**src/eptb_pkg.sv**
```systemverilog
// Shared types, constants and the arctangent table of the pixel to bearing block.
package eptb_pkg;

   localparam int SUBPIXEL_BITS_DEF = 4;
   localparam int CORDIC_ITER_DEF   = 16;
   localparam int MAX_STEPS         = 24;
   localparam int CSR_ADDR_W        = 3;
   localparam int CSR_DATA_W        = 32;

   localparam logic [31:0] GAIN_Q30 = 32'h26DD3B6A;
   localparam logic signed [15:0] ONE_Q14 = 16'sd16384;

   // register index, taken from address bit 2
   localparam logic REG_IMAGE_WIDTH  = 1'b0;
   localparam logic REG_IMAGE_HEIGHT = 1'b1;

   typedef struct packed {
      logic [19:0] pixel_x;
      logic [19:0] pixel_y;
   } req_type;

   typedef struct packed {
      logic signed [15:0] dir_x;
      logic signed [15:0] dir_y;
      logic signed [15:0] dir_z;
   } rsp_type;

   // atan(2^-i) in turns, 2^32 = one turn
   function automatic logic [31:0] atan_turn(input int i);
      logic [31:0] v;
      case (i)
         0:       v = 32'h20000000;
         1:       v = 32'h12E4051E;
         2:       v = 32'h09FB385B;
         3:       v = 32'h051111D4;
         4:       v = 32'h028B0D43;
         5:       v = 32'h0145D7E1;
         6:       v = 32'h00A2F61E;
         7:       v = 32'h00517C55;
         8:       v = 32'h0028BE53;
         9:       v = 32'h00145F2F;
         10:      v = 32'h000A2F98;
         11:      v = 32'h000517CC;
         12:      v = 32'h00028BE6;
         13:      v = 32'h000145F3;
         14:      v = 32'h0000A2FA;
         15:      v = 32'h0000517D;
         16:      v = 32'h000028BE;
         17:      v = 32'h0000145F;
         18:      v = 32'h00000A30;
         19:      v = 32'h00000518;
         20:      v = 32'h0000028C;
         21:      v = 32'h00000146;
         22:      v = 32'h000000A3;
         23:      v = 32'h00000051;
         default: v = 32'h00000000;
      endcase
      return v;
   endfunction

endpackage

```
**src/eptb_cordic_cell.sv**
```systemverilog
// One rotation-mode CORDIC cell with a fixed shift and arctangent.
module eptb_cordic_cell #(
   parameter int STEP = 0,
   parameter int CW   = 34
) (
   input  logic                 clock,
   input  logic                 en,
   input  logic signed [CW-1:0] x_in,
   input  logic signed [CW-1:0] y_in,
   input  logic signed [CW-1:0] z_in,
   input  logic                 flip_in,
   output logic signed [CW-1:0] x_out,
   output logic signed [CW-1:0] y_out,
   output logic signed [CW-1:0] z_out,
   output logic                 flip_out
);
   import eptb_pkg::*;

   localparam logic signed [CW-1:0] ATAN = CW'(atan_turn(STEP));

   logic signed [CW-1:0] dx, dy, x_ff, y_ff, z_ff;
   logic                 flip_ff;

   assign dx = y_in >>> STEP;
   assign dy = x_in >>> STEP;

   always_ff @(posedge clock) begin
      if (en) begin
         if (!z_in[CW-1]) begin
            x_ff <= x_in - dx;
            y_ff <= y_in + dy;
            z_ff <= z_in - ATAN;
         end else begin
            x_ff <= x_in + dx;
            y_ff <= y_in - dy;
            z_ff <= z_in + ATAN;
         end
         flip_ff <= flip_in;
      end
   end

   assign x_out    = x_ff;
   assign y_out    = y_ff;
   assign z_out    = z_ff;
   assign flip_out = flip_ff;
endmodule

```
**config.mk**
```make
export PLATFORM = sky130hd
export DESIGN_NAME = eptb_cordic_cell
export DESIGN_NICKNAME = d
export VERILOG_FILES = /design/src/eptb_pkg.sv /design/src/eptb_cordic_cell.sv
export SDC_FILE = /design/constraint.sdc
export NUM_CORES = 1
export LEC_CHECK = 0
export CORE_AREA = 2 2 189 191
export DETAILED_ROUTE_END_ITERATION = 12
export DIE_AREA = 0 0 191 193
export DONT_BUFFER_PORTS = 1
export PLACE_DENSITY = 0.38
export RECOVER_POWER = 25
export SKIP_CTS_REPAIR_TIMING = 1
export SYNTH_ARGS = -nofsm -noshare
export SYNTH_HDL_FRONTEND = slang
export SYNTH_SLANG_ARGS = --single-unit
```
**constraint.sdc**
```tcl
create_clock -name clock -period 3.6 [get_ports clock]
set_input_delay 0.18 -clock clock [delete_from_list [all_inputs] [get_ports clock]]
set_output_delay 0.18 -clock clock [all_outputs]
set_load 0.02 [all_outputs]
```
---- Word level (Yosys, flattened, before mapping) ----
Index checks and enable logic that the tools add are counted.
W data, S select, Z words.
storage, ports and cells
  flip-flop bits (word level) ............. 103
  input port bits ......................... 105
  output and inout bits ................... 103
  word-level logic and storage cells ...... 12
operators by class
  add/subtract/negate cells ............... 5
  multiplexer cells ....................... 3
operators by type and width
  operator                  number
  $mux W34                  3
  $sub A34 B34 Y34          2
  $add A34 B31 Y34 const B  1
  $add A34 B34 Y34          1
  $sub A34 B31 Y34 const B  1

---- Depth between registers and ports, before layout ----
  depth in word-level cells ............... 2
  depth in mapped cells ................... 13
  depth with buffers taken out ............ 13

---- Worst setup path before layout ----
No wires, ideal clock.
  path type ............................... input to register
  from .................................... input x_in[0]
  to ...................................... register x_ff[32], in the netlist x_out[32], data pin
  library setup time ...................... 265 ps
  data arrival time ....................... 2508 ps
  required time ........................... 3335 ps
  slack ................................... 827 ps
  stages on the path ...................... 11
  buffers on the path ..................... 0
  cell sequence ........................... ha_1 fa_1 nor2b_1 o211ai_1 a2bb2oi_1 a211oi_2 o211ai_1 a221oi_2 o21ai_0 a21o_1 xnor2_1
between the ends
  longest elaborated chain between the ends .. 2
  elaborated cells between the ends (all ways) .. 3
  those cells by class .................... add/sub (2); mux (1)
RTL lines
  element                                               line                                            RTL
  start: declaration                                    eptb_cordic_cell.sv:8                           input logic signed [CW-1:0] x_in,
  $sub A34 B34 Y34 or $add A34 B34 Y34 (tied branches)  eptb_cordic_cell.sv:30, eptb_cordic_cell.sv:34
  $mux W34 (*)                                          eptb_cordic_cell.sv:29                          if (!z_in[CW-1]) begin
  end signal: assignment                                eptb_cordic_cell.sv:30                          x_ff <= x_in - dx;
  end signal: assignment                                eptb_cordic_cell.sv:34                          x_ff <= x_in + dx;
  end: declaration                                      eptb_cordic_cell.sv:21                          logic signed [CW-1:0] dx, dy, x_ff, y_ff, z_ff;
Mark *: on every way between the ends. The rest lies on a longest branch, timed or not.
A chain may end at the register's enable or synchronous reset.

---- Worst setup path in the final report ----
  from .................................... input x_in[0]
  to ...................................... register y_ff[30], in the netlist y_out[30], data pin
between the ends
  longest elaborated chain between the ends .. 2
  elaborated cells between the ends (all ways) .. 3
  those cells by class .................... add/sub (2); mux (1)
RTL lines
  element                                               line                                            RTL
  $add A34 B34 Y34 or $sub A34 B34 Y34 (tied branches)  eptb_cordic_cell.sv:31, eptb_cordic_cell.sv:35
  $mux W34 (*)                                          eptb_cordic_cell.sv:29
  end signal: assignment                                eptb_cordic_cell.sv:31                          y_ff <= y_in + dy;
  end signal: assignment                                eptb_cordic_cell.sv:35                          y_ff <= y_in - dy;
  end: declaration                                      eptb_cordic_cell.sv:21
Marks and branches as above.

==> impl_metrics.toml <==
[final_layout]
fin_nets = 1231
drive_gt1_share_pct = 6.15
diodes = 0
areaGrowthSynthToFinish_pct = 13.1
n_fill_cell = 3748

[clock_network]
cts.sinks = 102
clk_pin_slew_ns = 0.08
clk_path_buf_depth = 2
cts_buffers = 9
ctsHtreeMaxLevel = 3
cts_tree = "yes"
root_buffer = "clkbuf_16"

[status]
violations = "max-capacitance violations, max-slew violations"
status = "complete, but fails checks"

[drt]
ant_nets = 0
drt-pass1-iter-count = 5
drc_errors = 0
vias = 7401
vias_per_cell = 4.98
drt_iter0_markers = 468
wl_per_cell_um = 21.2
routed_wl_um = 31500

[yosys]
synth_fp_nets = 1208
synth.distinct_cells = 77
ys_seq_elements = 102
syn_inst = 997
ys_warn_count = 0
synth_edf_count = 102
synth.area.top_cells = "edfxtp_1 34%, ha_1 14%, a21oi_1 5.8%"
yosysTopAreaCellShare_pct = 34.3
synth_ff_type = "edfxtp_1"
syn_avg_cell_area_um2 = 8.96
synth_top_area_cell = "edfxtp_1"
ys_seq_area_share_pct = 34.3
synth-async-reset-ratio_pct = 0
syn_area_um2 = 8930

[timing]
hold_violations = 0
slew_violations = 104
rsz0062_at_grt = "false"
setup_tns_ns = 0
max_slew_margin_pct = -33.6
fin_crit_ns = 2.98
setup_viol_count_final = 0
min_period_over_period_pct = 82.9
worstMarginPinSlew_ns = 2.00
postLayoutSetupSlackWorst_ns = 0.616
fmax_ghz = 0.335

[floorplanning]
die-width_um = 191
core-area_um2 = 35000
die_h_um = 193
rows = 69
io_pins = 208
dieArea_um2 = 36900
start_util_pct = 25.6

[pwr]
p_seq_share_pct = 45.5
power_leakage_nw = 4.14
power_frac_comb_pct = 29.7
ir_worst_vdd_v = 0.000207
p_sw_w = 0.00153
switching_share_pct = 37.4
p_clk_share_pct = 24.7
power_density_nw_per_um2 = 404
p_int_w = 0.00255

[worst_setup_path]
worstPathRequired_ns = 3.71
cp.arrival_ns = 3.09
cp-start-kind = "input pin"
path_class = "in -> reg"
end_kind = "flip-flop"
path_max_fanout = 5

[global_route]
antenna_found_initial = 1
grt_max_degree = 103
grt_pass1_vias = 7197
grt_pass1_wl_um = 46000
grt_overflow = 0
grt_usage_pct = 16.7

[flow_run]
drv_cap = 2

[place]
port_buffers = 0
place.gp.congestion = 0.863
hpwl_um = 25100
place_ws_ns = 0.269

[min_path]
hold_path.class = "in -> reg"
-- through the flow --
step	area, µm²	instances	total power (W)	utilization (%)	hold slack (ns)
finish	10100	1485	0.00408	28.9	0.0632
global route	10100	1485	0.00431	28.9	0.0539
CTS	9790	1452	0.00408	28.0	-0.107
detailed placement	9500	1437	0.00305	27.2	0.279
global placement	9500	1437	0.00306	27.2	0.279
floorplan	8930	997	0.00264	-	0.279
-- synthesized netlist by cell type, types with 15 or more instances --
master    instances
a21oi_1         104
inv_1           104
edfxtp_1        102
ha_1            102
nor2_1           94
o21ai_0          60
xnor2_1          55
nand2_1          47
a21o_1           30
clkbuf_1         22
o21bai_1         18
o31ai_1          15
-- kinds of logic (layout without fill, tap and decap cells) --
kind of cell	Yosys count	count (layout)	synth area share [%]
fa+ha+maj	106	106	15.2
simple gates	228	228	11.9
buf+inv	155	182	6.92
xor+xnor	67	67	6.57
flops	102	102	34.3
mux	14	14	1.57
compound gates	325	325	23.6
-- power groups by stage --
stage | Combinational [W] | Clock (W) | Sequential (W)
CTS | 0.00116 | 0.00105 | 0.00186
global route | 0.00134 | 0.00109 | 0.00188
floorplan | 0.000819 | 0 | 0.00182
global placement | 0.00117 | 0 | 0.00189
finish | 0.00121 | 0.00101 | 0.00186
detailed placement | 0.00116 | 0 | 0.00189
-- final cells by class --
type	count	area [µm²]	area share, %
multi-input combinational	740	5250	52.0
sequential	102	3060	30.3
tap	461	577	5.71
timing repair buffer	60	522	5.16
inverter	107	402	3.97
clock buffer	10	229	2.27
clock inverter	5	60.1	0.594
-- metal layers --
metal	part of all wire [%]	vias to the layer above	global-route usage [%]
met2	44	250	26.3
li1	-	3585	-
met1	47	3530	22.5
met4	2.1	2	5.10
met3	6.6	34	3.96
met5	0.041	-	0
-- worst max-delay path: stages --
cell	delay, ns
ha_1	0.22
fa_1	0.42
nor2b_1	0.17
o211ai_1	0.33
a2bb2oi_1	0.20
a211oi_2	0.35
o211ai_1	0.26
a221oi_2	0.51
o31ai_1	0.15
nand2_1	0.09
nand2_1	0.08
xnor2_1	0.13
-- layout by cell type (no fill, tap or decap), types with 12 or more instances in the layout --
cell type,count
a21oi_1,104
o21ai_0,60
mux2i_1,14
a21o_1,30
nand3_1,12
o211ai_1,14
nand2_1,47
inv_1,104
edfxtp_1,102
xnor2_1,55
xor2_1,12
buf_4,27
nor3_1,12
o21bai_1,18
ha_1,102
nor2_1,94
dlygate4sd3_1,31
o31ai_1,15
-- sequential cells by signal (all words and copies together), names as in the netlist --
name      cells
z_out        34
flip_out      1
x_out        34
y_out        33
-- worst paths after layout --
| check | start | to | cells past startpoint |
|---|---|---|---|
| hold / removal | z_in[30] | z_out[30] | 1 |
| setup / recovery | x_in[0] | y_out[30] | 12 |
(Power assumes the default switching activity.)
