## src/eptb_div_cell.sv

```systemverilog
// One restoring division cell: takes one numerator bit, yields one quotient bit.
module eptb_div_cell #(
   parameter int NW = 53,
   parameter int DW = 21
) (
   input  logic          clock,
   input  logic          en,
   input  logic [NW-1:0] num_in,
   input  logic [DW-1:0] rem_in,
   input  logic [DW-1:0] den_in,
   input  logic [31:0]   quo_in,
   input  logic          neg_in,
   output logic [NW-1:0] num_out,
   output logic [DW-1:0] rem_out,
   output logic [DW-1:0] den_out,
   output logic [31:0]   quo_out,
   output logic          neg_out
);
   logic [NW-1:0] num_ff;
   logic [DW-1:0] rem_ff, den_ff, rem_in_next;
   logic [31:0]   quo_ff;
   logic          neg_ff, ge;
   logic [DW:0]   trial, diff;

   assign trial = {rem_in, num_in[NW-1]};
   assign diff  = trial - {1'b0, den_in};
   assign ge    = trial >= {1'b0, den_in};
   // remainder stays below the divisor, so DW bits hold it
   assign rem_in_next = ge ? diff[DW-1:0] : trial[DW-1:0];

   always_ff @(posedge clock) begin
      if (en) begin
         num_ff <= {num_in[NW-2:0], 1'b0};
         rem_ff <= rem_in_next;
         den_ff <= den_in;
         quo_ff <= {quo_in[30:0], ge};
         neg_ff <= neg_in;
      end
   end

   assign num_out = num_ff;
   assign rem_out = rem_ff;
   assign den_out = den_ff;
   assign quo_out = quo_ff;
   assign neg_out = neg_ff;
endmodule

```

## config.mk

```make
export PLATFORM = sky130hd
export DESIGN_NAME = eptb_div_cell
export DESIGN_NICKNAME = d
export VERILOG_FILES = /design/src/eptb_div_cell.sv
export SDC_FILE = /design/constraint.sdc
export NUM_CORES = 1
export LEC_CHECK = 0
export BUFFER_PORTS_ARGS = -buffer_cell sky130_fd_sc_hd__buf_2
export CELL_PAD_IN_SITES_DETAIL_PLACEMENT = 0
export CELL_PAD_IN_SITES_GLOBAL_PLACEMENT = 1
export CORE_ASPECT_RATIO = 1.2
export CORE_MARGIN = 2
export CORE_UTILIZATION = 38
export DETAILED_ROUTE_END_ITERATION = 8
export PLACE_DENSITY = 0.87
export SYNTH_ARGS = -nofsm -noshare
export SYNTH_HDL_FRONTEND = slang
export SYNTH_SLANG_ARGS = --single-unit
```

## constraint.sdc

```tcl
create_clock -name clock -period 4.1 [get_ports clock]
set_input_delay 0.205 -clock clock [delete_from_list [all_inputs] [get_ports clock]]
set_output_delay 0.205 -clock clock [all_outputs]
set_load 0.02 [all_outputs]
```

Word-level counts from Yosys, hierarchy flattened
Cells that the tools add are included.

Input port bits: 130. Register bits after elaboration: 127. Logic and storage cells: 8.

Order comparisons: 1. Add/subtract/negate cells: 1. Muxes and demuxes: 1.

Operators with widths (number): 22-bit by 21-bit greater-or-equal comparator with 1-bit output (1); 21-bit two-way mux (1); 21-bit subtractor (1).

Longest topological paths before layout
Gate-level depths: netlist of the first run.

Depth in word-level cells: 2. Mapped depth: 13. Depth with buffers taken out: 11.

Worst setup path after synthesis of the first run
Ideal clock, no wire load.

Path kind: input -> register. From: input num_in[52]. To: register rem_ff[1], in the netlist rem_out[1] (data pin). Stages: 11. Arrival: 2143 ps. Path slack: 1697 ps. Cell sequence: inv_1 > ha_1 > inv_1 > fa_1 > a21oi_1 > o21ai_0 > a21oi_1 > a21oi_2 > o32ai_2 > buf_6 > mux2_2.

Cells in the longest elaborated chain, start to end: 2.

RTL lines: start, declared (line 8) `input logic [NW-1:0] num_in,`; 21-bit subtractor or 22-bit by 21-bit greater-or-equal comparator with 1-bit output (tied branches) (line 26, 27); 21-bit two-way mux * (line 29) `assign rem_in_next = ge ? diff[DW-1:0] : trial[DW-1:0];`; named net rem_in_next[1] (line 20) `logic [DW-1:0] rem_ff, den_ff, rem_in_next;`; end signal, assigned (line 34) `rem_ff <= rem_in_next;`; end, declared (line 20).

Mark *: on every way through the listed nets, which the timed path passes. The rest lies on a longest branch. A chain may end at the register's enable or synchronous reset.

Final worst setup path of the first run
From: input den_in[0]. To: register rem_ff[11], in the netlist rem_out[11] (data pin).

Cells in the longest elaborated chain, start to end: 2.

RTL lines: start, declared (line 10) `input logic [DW-1:0] den_in,`; 22-bit by 21-bit greater-or-equal comparator with 1-bit output (line 27) `assign ge = trial >= {1'b0, den_in};`; named net ge (line 22) `logic neg_ff, ge;`; 21-bit two-way mux (line 29); named net rem_in_next[11] (line 20).

The timed path passes the listed nets, and every way through them passes these cells.

==> results of run 1 <==
-- what timing repair did --
item                      CTS  global route
hold endpoints to repair  103             1
hold buffers              103             1
setup buffers               0             0
-- area by class of cell --
| type | instances | area (sq um) | share of cell area |
|---|---|---|---|
| flip-flops and latches | 127 | 3814 | 0.4529 |
| repair buffers | 363 | 2350 | 0.2790 |
| multi-input cells | 191 | 1304 | 0.1548 |
| clock buffers | 17 | 425.4 | 0.05052 |
| well taps | 171 | 214.0 | 0.02541 |
| clock inverters | 14 | 205.2 | 0.02437 |
| inverters | 29 | 108.9 | 0.01293 |
-- worst max path at each step --
stage	startpoint	to	depth (start not counted)
floorplan	num_in[52]	rem_out[1]$_DFFE_PP_	11
global placement	num_in[52]	rem_out[2]$_DFFE_PP_	12
detailed placement	num_in[52]	rem_out[11]$_DFFE_PP_	12
CTS	den_in[0]	rem_out[11]$_DFFE_PP_	12
global route	den_in[0]	rem_out[11]$_DFFE_PP_	12
finish	den_in[0]	rem_out[11]$_DFFE_PP_	12
-- synth_stat cells, types with 2 or more instances --
| master | n | share of area |
|---|---|---|
| a2111o_1 | 2 | 0.0043 |
| mux2_2 | 3 | 0.0064 |
| o31ai_1 | 3 | 0.0043 |
| edfxtp_1 | 127 | 0.72 |
| ha_1 | 21 | 0.050 |
| buf_2 | 2 | 0.0019 |
| o21ai_0 | 28 | 0.027 |
| a21oi_1 | 26 | 0.025 |
| and2_1 | 2 | 0.0024 |
| a31oi_1 | 4 | 0.0048 |
| inv_1 | 29 | 0.021 |
| buf_4 | 2 | 0.0029 |
| clkbuf_1 | 4 | 0.0029 |
| xnor2_1 | 11 | 0.018 |
| nand2_1 | 34 | 0.024 |
| or2_2 | 2 | 0.0024 |
| nor2b_1 | 3 | 0.0036 |
| o21bai_1 | 3 | 0.0043 |
| xor2_1 | 5 | 0.0083 |
| o211ai_1 | 4 | 0.0057 |
| nand3_1 | 6 | 0.0057 |
| nor2_1 | 5 | 0.0036 |
| o21a_1 | 3 | 0.0043 |
| a21o_1 | 6 | 0.0086 |
| nand4_1 | 4 | 0.0048 |
-- worst max-delay path: cells and delay by family --
kind | cells | cell delay (ps)
buffers and inverters | 4 | 830
adder cells (fa/ha/maj) | 2 | 560
AO/OA/AOI/OAI | 5 | 1350
multiplexers | 1 | 310
-- cell families after synthesis --
group                    Yosys count
AO/OA/AOI/OAI                     88
XOR/XNOR                          16
AND/OR/NAND/NOR                   61
other                              1
adder cells (fa/ha/maj)           22
flip-flops                       127
multiplexers                       3
buffers and inverters             38
-- power by group through the flow --
| stage | Sequential, mW | Clock [mW] | Combinational (mW) |
|---|---|---|---|
| CTS | 1.60 | 1.63 | 0.695 |
| global route | 1.62 | 1.69 | 0.751 |
| finish | 1.61 | 1.61 | 0.698 |
| detailed placement | 1.63 | 0 | 0.615 |
| floorplan | 1.79 | 0 | 0.192 |
| global placement | 1.62 | 0 | 0.604 |
-- per-layer routing --
layer	GRT usage	part of all wire	vias to the layer above
li1	-	-	2084
met1	0.2257	0.36	2096
met2	0.3862	0.53	201
met3	0.07696	0.075	37
met4	0.09053	0.031	0
met5	0	0	-
-- registers in the layout (all words and copies together) (netlist names) --
name	cells
neg_out	1
num_out	52
den_out	21
rem_out	21
quo_out	32
==> results_dict.tcl, run 1 <==
set metrics [dict create \
    status "finished, final reports clean" \
    synth_cell_type_count 42 \
    synthMuxAreaShare 0.006415 \
    core-area_sq_mm 0.01364 \
    via_count 4418 \
    clkSinkCount 127 \
    synth_top_family_by_area "compound AO/OA/AOI/OAI gates" \
    netSwitchingPower_mw 1.034 \
    holdWs_ps 22.69 \
    fin_cells 912 \
    relSlewSlack 0.4444 \
    finalPower_mw 3.917 \
    drive_above_1_share 0.4035 \
    rows 47 \
    yosys_register_bits 127 \
    slew_violations 0 \
    overflow 0 \
    final_cell_mix "254 x buf_2, 127 x edfxtp_1, 104 x dlygate4sd3_1" \
    num-fill-cells 1029 \
    cpMaxStageDelayCell "dlygate4sd3_1" \
    postCtsResizedCells 0 \
    synthArstFlopShare 0 \
    critPathArrivalTime_ps 3270 \
    fin_ws_ps 993.2 \
    firstDrtPassIters 5 \
    worstHoldStart "den_in[8]" \
    tightest_slew_ps 833.4 \
    rsz0062_at_grt "false" \
    setup_viol 0 \
    grt_start_max_net_pins 66 \
    ant_nets 0 \
    worstSetupStartpointType "input pin" \
    cts_tree "built" \
    cp_cell_sequence "dlygate4sd3_1, buf_2, ha_1, inv_1, fa_1, a21oi_1, o21ai_0, a21oi_1, a21oi_2, o32ai_4, inv_1, mux2_2" \
    whs_path_depth 1 \
    seq_area_frac_synth 0.7242 \
    clock_path_buffers 2 \
    hold_viol 0 \
    pwr-share-seq 0.410 \
    fmax_mhz 321.9 \
    cts_inserted_buffers 17 \
    crit_required_ps 4260 \
    maxCapViolations 0 \
    syn_inst 356 \
    yosys_most_used_dff "edfxtp_1" \
    dieArea_sq_mm 0.01482 \
    synth-simple-area-share 0.05369 \
    pwr-share-clk 0.411 \
    post-place-cells 777 \
    grtUsageTotal 0.2143 \
    clk_pin_slew_ps 60 \
    initial_utilization 0.3860 \
    internal_power_mw 2.884 \
    crit_fanout 18 \
    synth_area_sq_mm 0.005266 \
    first_iter_violations 221 \
    drc 0 \
    drt_wl_total_um 15970 \
    die_w_um 111.5 \
    swShare 0.2639 \
    diodes 0 \
    synthXorXnorAreaFrac 0.02661 \
    fin_crit_sh 0.7578 \
    cp_slowest_stage_delay_ps 520 \
    antenna_found_initial 0 \
    finalInstanceArea_sq_mm 0.008421 \
    dp_hpwl_um 10600 \
    holdPathEnd "den_out[8]$_DFFE_PP_" \
    crit_type "in2reg" \
    leakage_nw 3.666 \
    vias_per_cell 4.844 \
    final_common_cell "buf_2" \
    synth-edff-count 127 \
    avgSynthCellArea_sq_um 14.79 \
    synthAdderAreaFrac 0.05369 \
    grt_pass1_vias 4621 \
    dp_worst_setup_slack_ps 1040 \
    finalWeightedCongestion 0.8009 \
    powerDensity_mw_per_mm2 465.2 \
    vdd_drop_max_uv 299.7 \
    numPortBuffers 255 \
    fin_nets 881 \
    hold_class "in2reg" \
    tns_ps 0 \
    syn_nets 508 \
    finish.utilization 0.6172 \
    combPwrFrac 0.178 \
    clock-root-buffer "clkbuf_16" \
    area_growth_pct 59.90 \
    wl_per_cell_um 17.51 \
    period_minus_slack_ps 3107 \
    dpl-instance-area_sq_mm 0.006749 \
    die_h_um 133.0 \
    grt_pass1_wl_um 24180 \
    io_pins 258 \
    cp-end-kind "register" \
    synth-compound-area-share 0.1043 \
    synth_warnings 0 \
    htree_num_levels 4 \
]
Power figures use the tool's default switching activity.
==> run 2: changes to the inputs <==
Settings changed: CORE_UTILIZATION 38 to 36, PLACE_DENSITY 0.87 to 0.83.
Clock period 4.1 ns to 3.2 ns, I/O delays scaled along.
==> run 2 against run 1 <==
Total power up 25%. Critical path type unchanged. Highest routed layer is now met5. Critical path depth fell by 1. Die area grew 5.4%. Largest cell class unchanged. Worst hold slack improved by 22 ps. Clock-buffer cell count increased by 1. Clock power grew 20%. Sequential share of layout area rose by 0.094 points. Utilization down 3.2 points. Non-clock buffer count is the same. Critical endpoint is now rem_out[9]$_DFFE_PP_. Worst setup slack got worse by 650 ps.
==> results_dict.tcl, run 2 (synthesis results as in run 1) <==
set metrics [dict create \
    clk_pin_slew_ps 60 \
    hold_class "in2reg" \
    finalWeightedCongestion 0.8406 \
    met3_length_um 1277 \
    slew_violations 0 \
    tns_ps 0 \
    hold_viol 0 \
    core-area_sq_mm 0.01435 \
    dieArea_sq_mm 0.01562 \
    dp_hpwl_um 10680 \
    crit_required_ps 3420 \
    dr_wl_met2_um 8344 \
    tightest_slew_ps 722.4 \
    crit_type "in2reg" \
    grt_pass1_wl_um 23960 \
    cts_inserted_buffers 17 \
    io_pins 258 \
    pwr-share-clk 0.395 \
    crit_fanout 18 \
    via_count 4430 \
    rows 48 \
    wl_met1_um 6125 \
    wl_per_cell_um 17.73 \
    grt_start_max_net_pins 76 \
    period_minus_slack_ps 2855 \
    worstSetupStartpointType "input pin" \
    die_w_um 114.4 \
    finish.utilization 0.5854 \
    clkSinkCount 127 \
    vdd_drop_max_uv 238.3 \
    cp-end-kind "register" \
    fin_crit_sh 0.8923 \
    drive_above_1_share 0.4030 \
    clock-root-buffer "clkbuf_16" \
    critPathArrivalTime_ps 3070 \
    initial_utilization 0.3669 \
    grt_pass1_vias 4644 \
    firstDrtPassIters 4 \
    swShare 0.2750 \
    htree_num_levels 4 \
    combPwrFrac 0.184 \
    cts_tree "built" \
    largest_register_ffs 52 \
    overflow 0 \
    die_h_um 136.5 \
    status "finished, final reports clean" \
    fmax_mhz 350.2 \
    rsz0062_at_grt "false" \
    relSlewSlack 0.5184 \
    ant_nets 0 \
    leakage_nw 3.648 \
    area_growth_pct 59.56 \
    pwr-share-seq 0.421 \
    setup_viol 0 \
    num-fill-cells 1133 \
    clock_path_buffers 2 \
    antenna_found_initial 1 \
    final_common_cell "buf_2" \
    drt_wl_total_um 16270 \
    powerDensity_mw_per_mm2 581.6 \
    top_layer "met5" \
    maxCapViolations 0 \
    grtUsageTotal 0.2062 \
    vias_per_cell 4.826 \
    drc 0 \
    whs_path_depth 3 \
    netSwitchingPower_mw 1.344 \
    first_iter_violations 363 \
    internal_power_mw 3.543 \
    numPortBuffers 255 \
    fin_nets 881 \
    final_cell_mix "254 x buf_2, 127 x edfxtp_1, 105 x dlygate4sd3_1" \
]
run 2: cell count changes in the layout (fill, tap and decap cells not counted), sizes merged:
cell / before / now
bufinv: 4 / 2
buf: 259 / 258
clkbuf: 17 / 18
clkinv: 4 / 5
clkinvlp: 1 / 2
diode: 0 / 1
dlygate4sd3: 104 / 105
run 2: final timing paths:
kind | endpoint | from
worst max-delay path | rem_out[9]$_DFFE_PP_ | den_in[13]
worst min-delay path | rem_out[4]$_DFFE_PP_ | rem_in[3]
run 2: layout make-up:
type | instances | area, sq um | share of cell area
Tap cell | 175 | 219.0 | 0.02606
Inverter | 29 | 108.9 | 0.01295
Multi-Input combinational cell | 191 | 1308 | 0.1556
Timing Repair Buffer | 363 | 2365 | 0.2814
Antenna cell | 1 | 2.502 | 0.0002978
Clock inverter | 14 | 157.7 | 0.01876
Sequential cell | 127 | 3814 | 0.4538
Clock buffer | 18 | 429.2 | 0.05107
run 2: repair_timing:
action	CTS	global route
endpoints found under the hold margin	105	0
hold buffers	105	0
setup buffers	0	0
endpoints found under the setup margin	0	7
resized for setup	0	1
run 2: critical path: stages:
cell,delay (ps)
dlygate4sd3_1,510
buf_2,110
inv_1,40
ha_1,380
and3_1,350
nand2_1,90
or4_4,480
a21oi_2,160
o32ai_4,190
buf_4,250
o41ai_2,350
run 2: per-stage QoR:
stage	hold WS, ps	instance area, sq um	worst slack (ps)	cells	power [mW]
floorplan	258.9	5266	841.9	356	2.539
global placement	337.0	6759	360.0	780	2.858
detailed placement	338.3	6759	295.6	780	2.873
CTS	29.99	8397	268.4	917	4.901
global route	30.14	8403	71.56	918	5.081
finish	44.80	8403	344.6	918	4.887
run 2: power groups by stage:
stage          clock [mW]  sequential (mW)  combinational (mW)
3_3_place_gp            0             2.08               0.774
5_1_grt              2.04             2.07               0.970
6_report             1.93             2.06               0.897
3_5_place_dp            0             2.09               0.787
4_1_cts              1.96             2.05               0.892
2_1_floorplan           0             2.29               0.246
run 2: metal layers:
metal	vias to the layer above	track usage
li1	2092	-
met3	36	0.07617
met2	231	0.3623
met1	2069	0.2182
met4	2	0.09756
met5	-	0
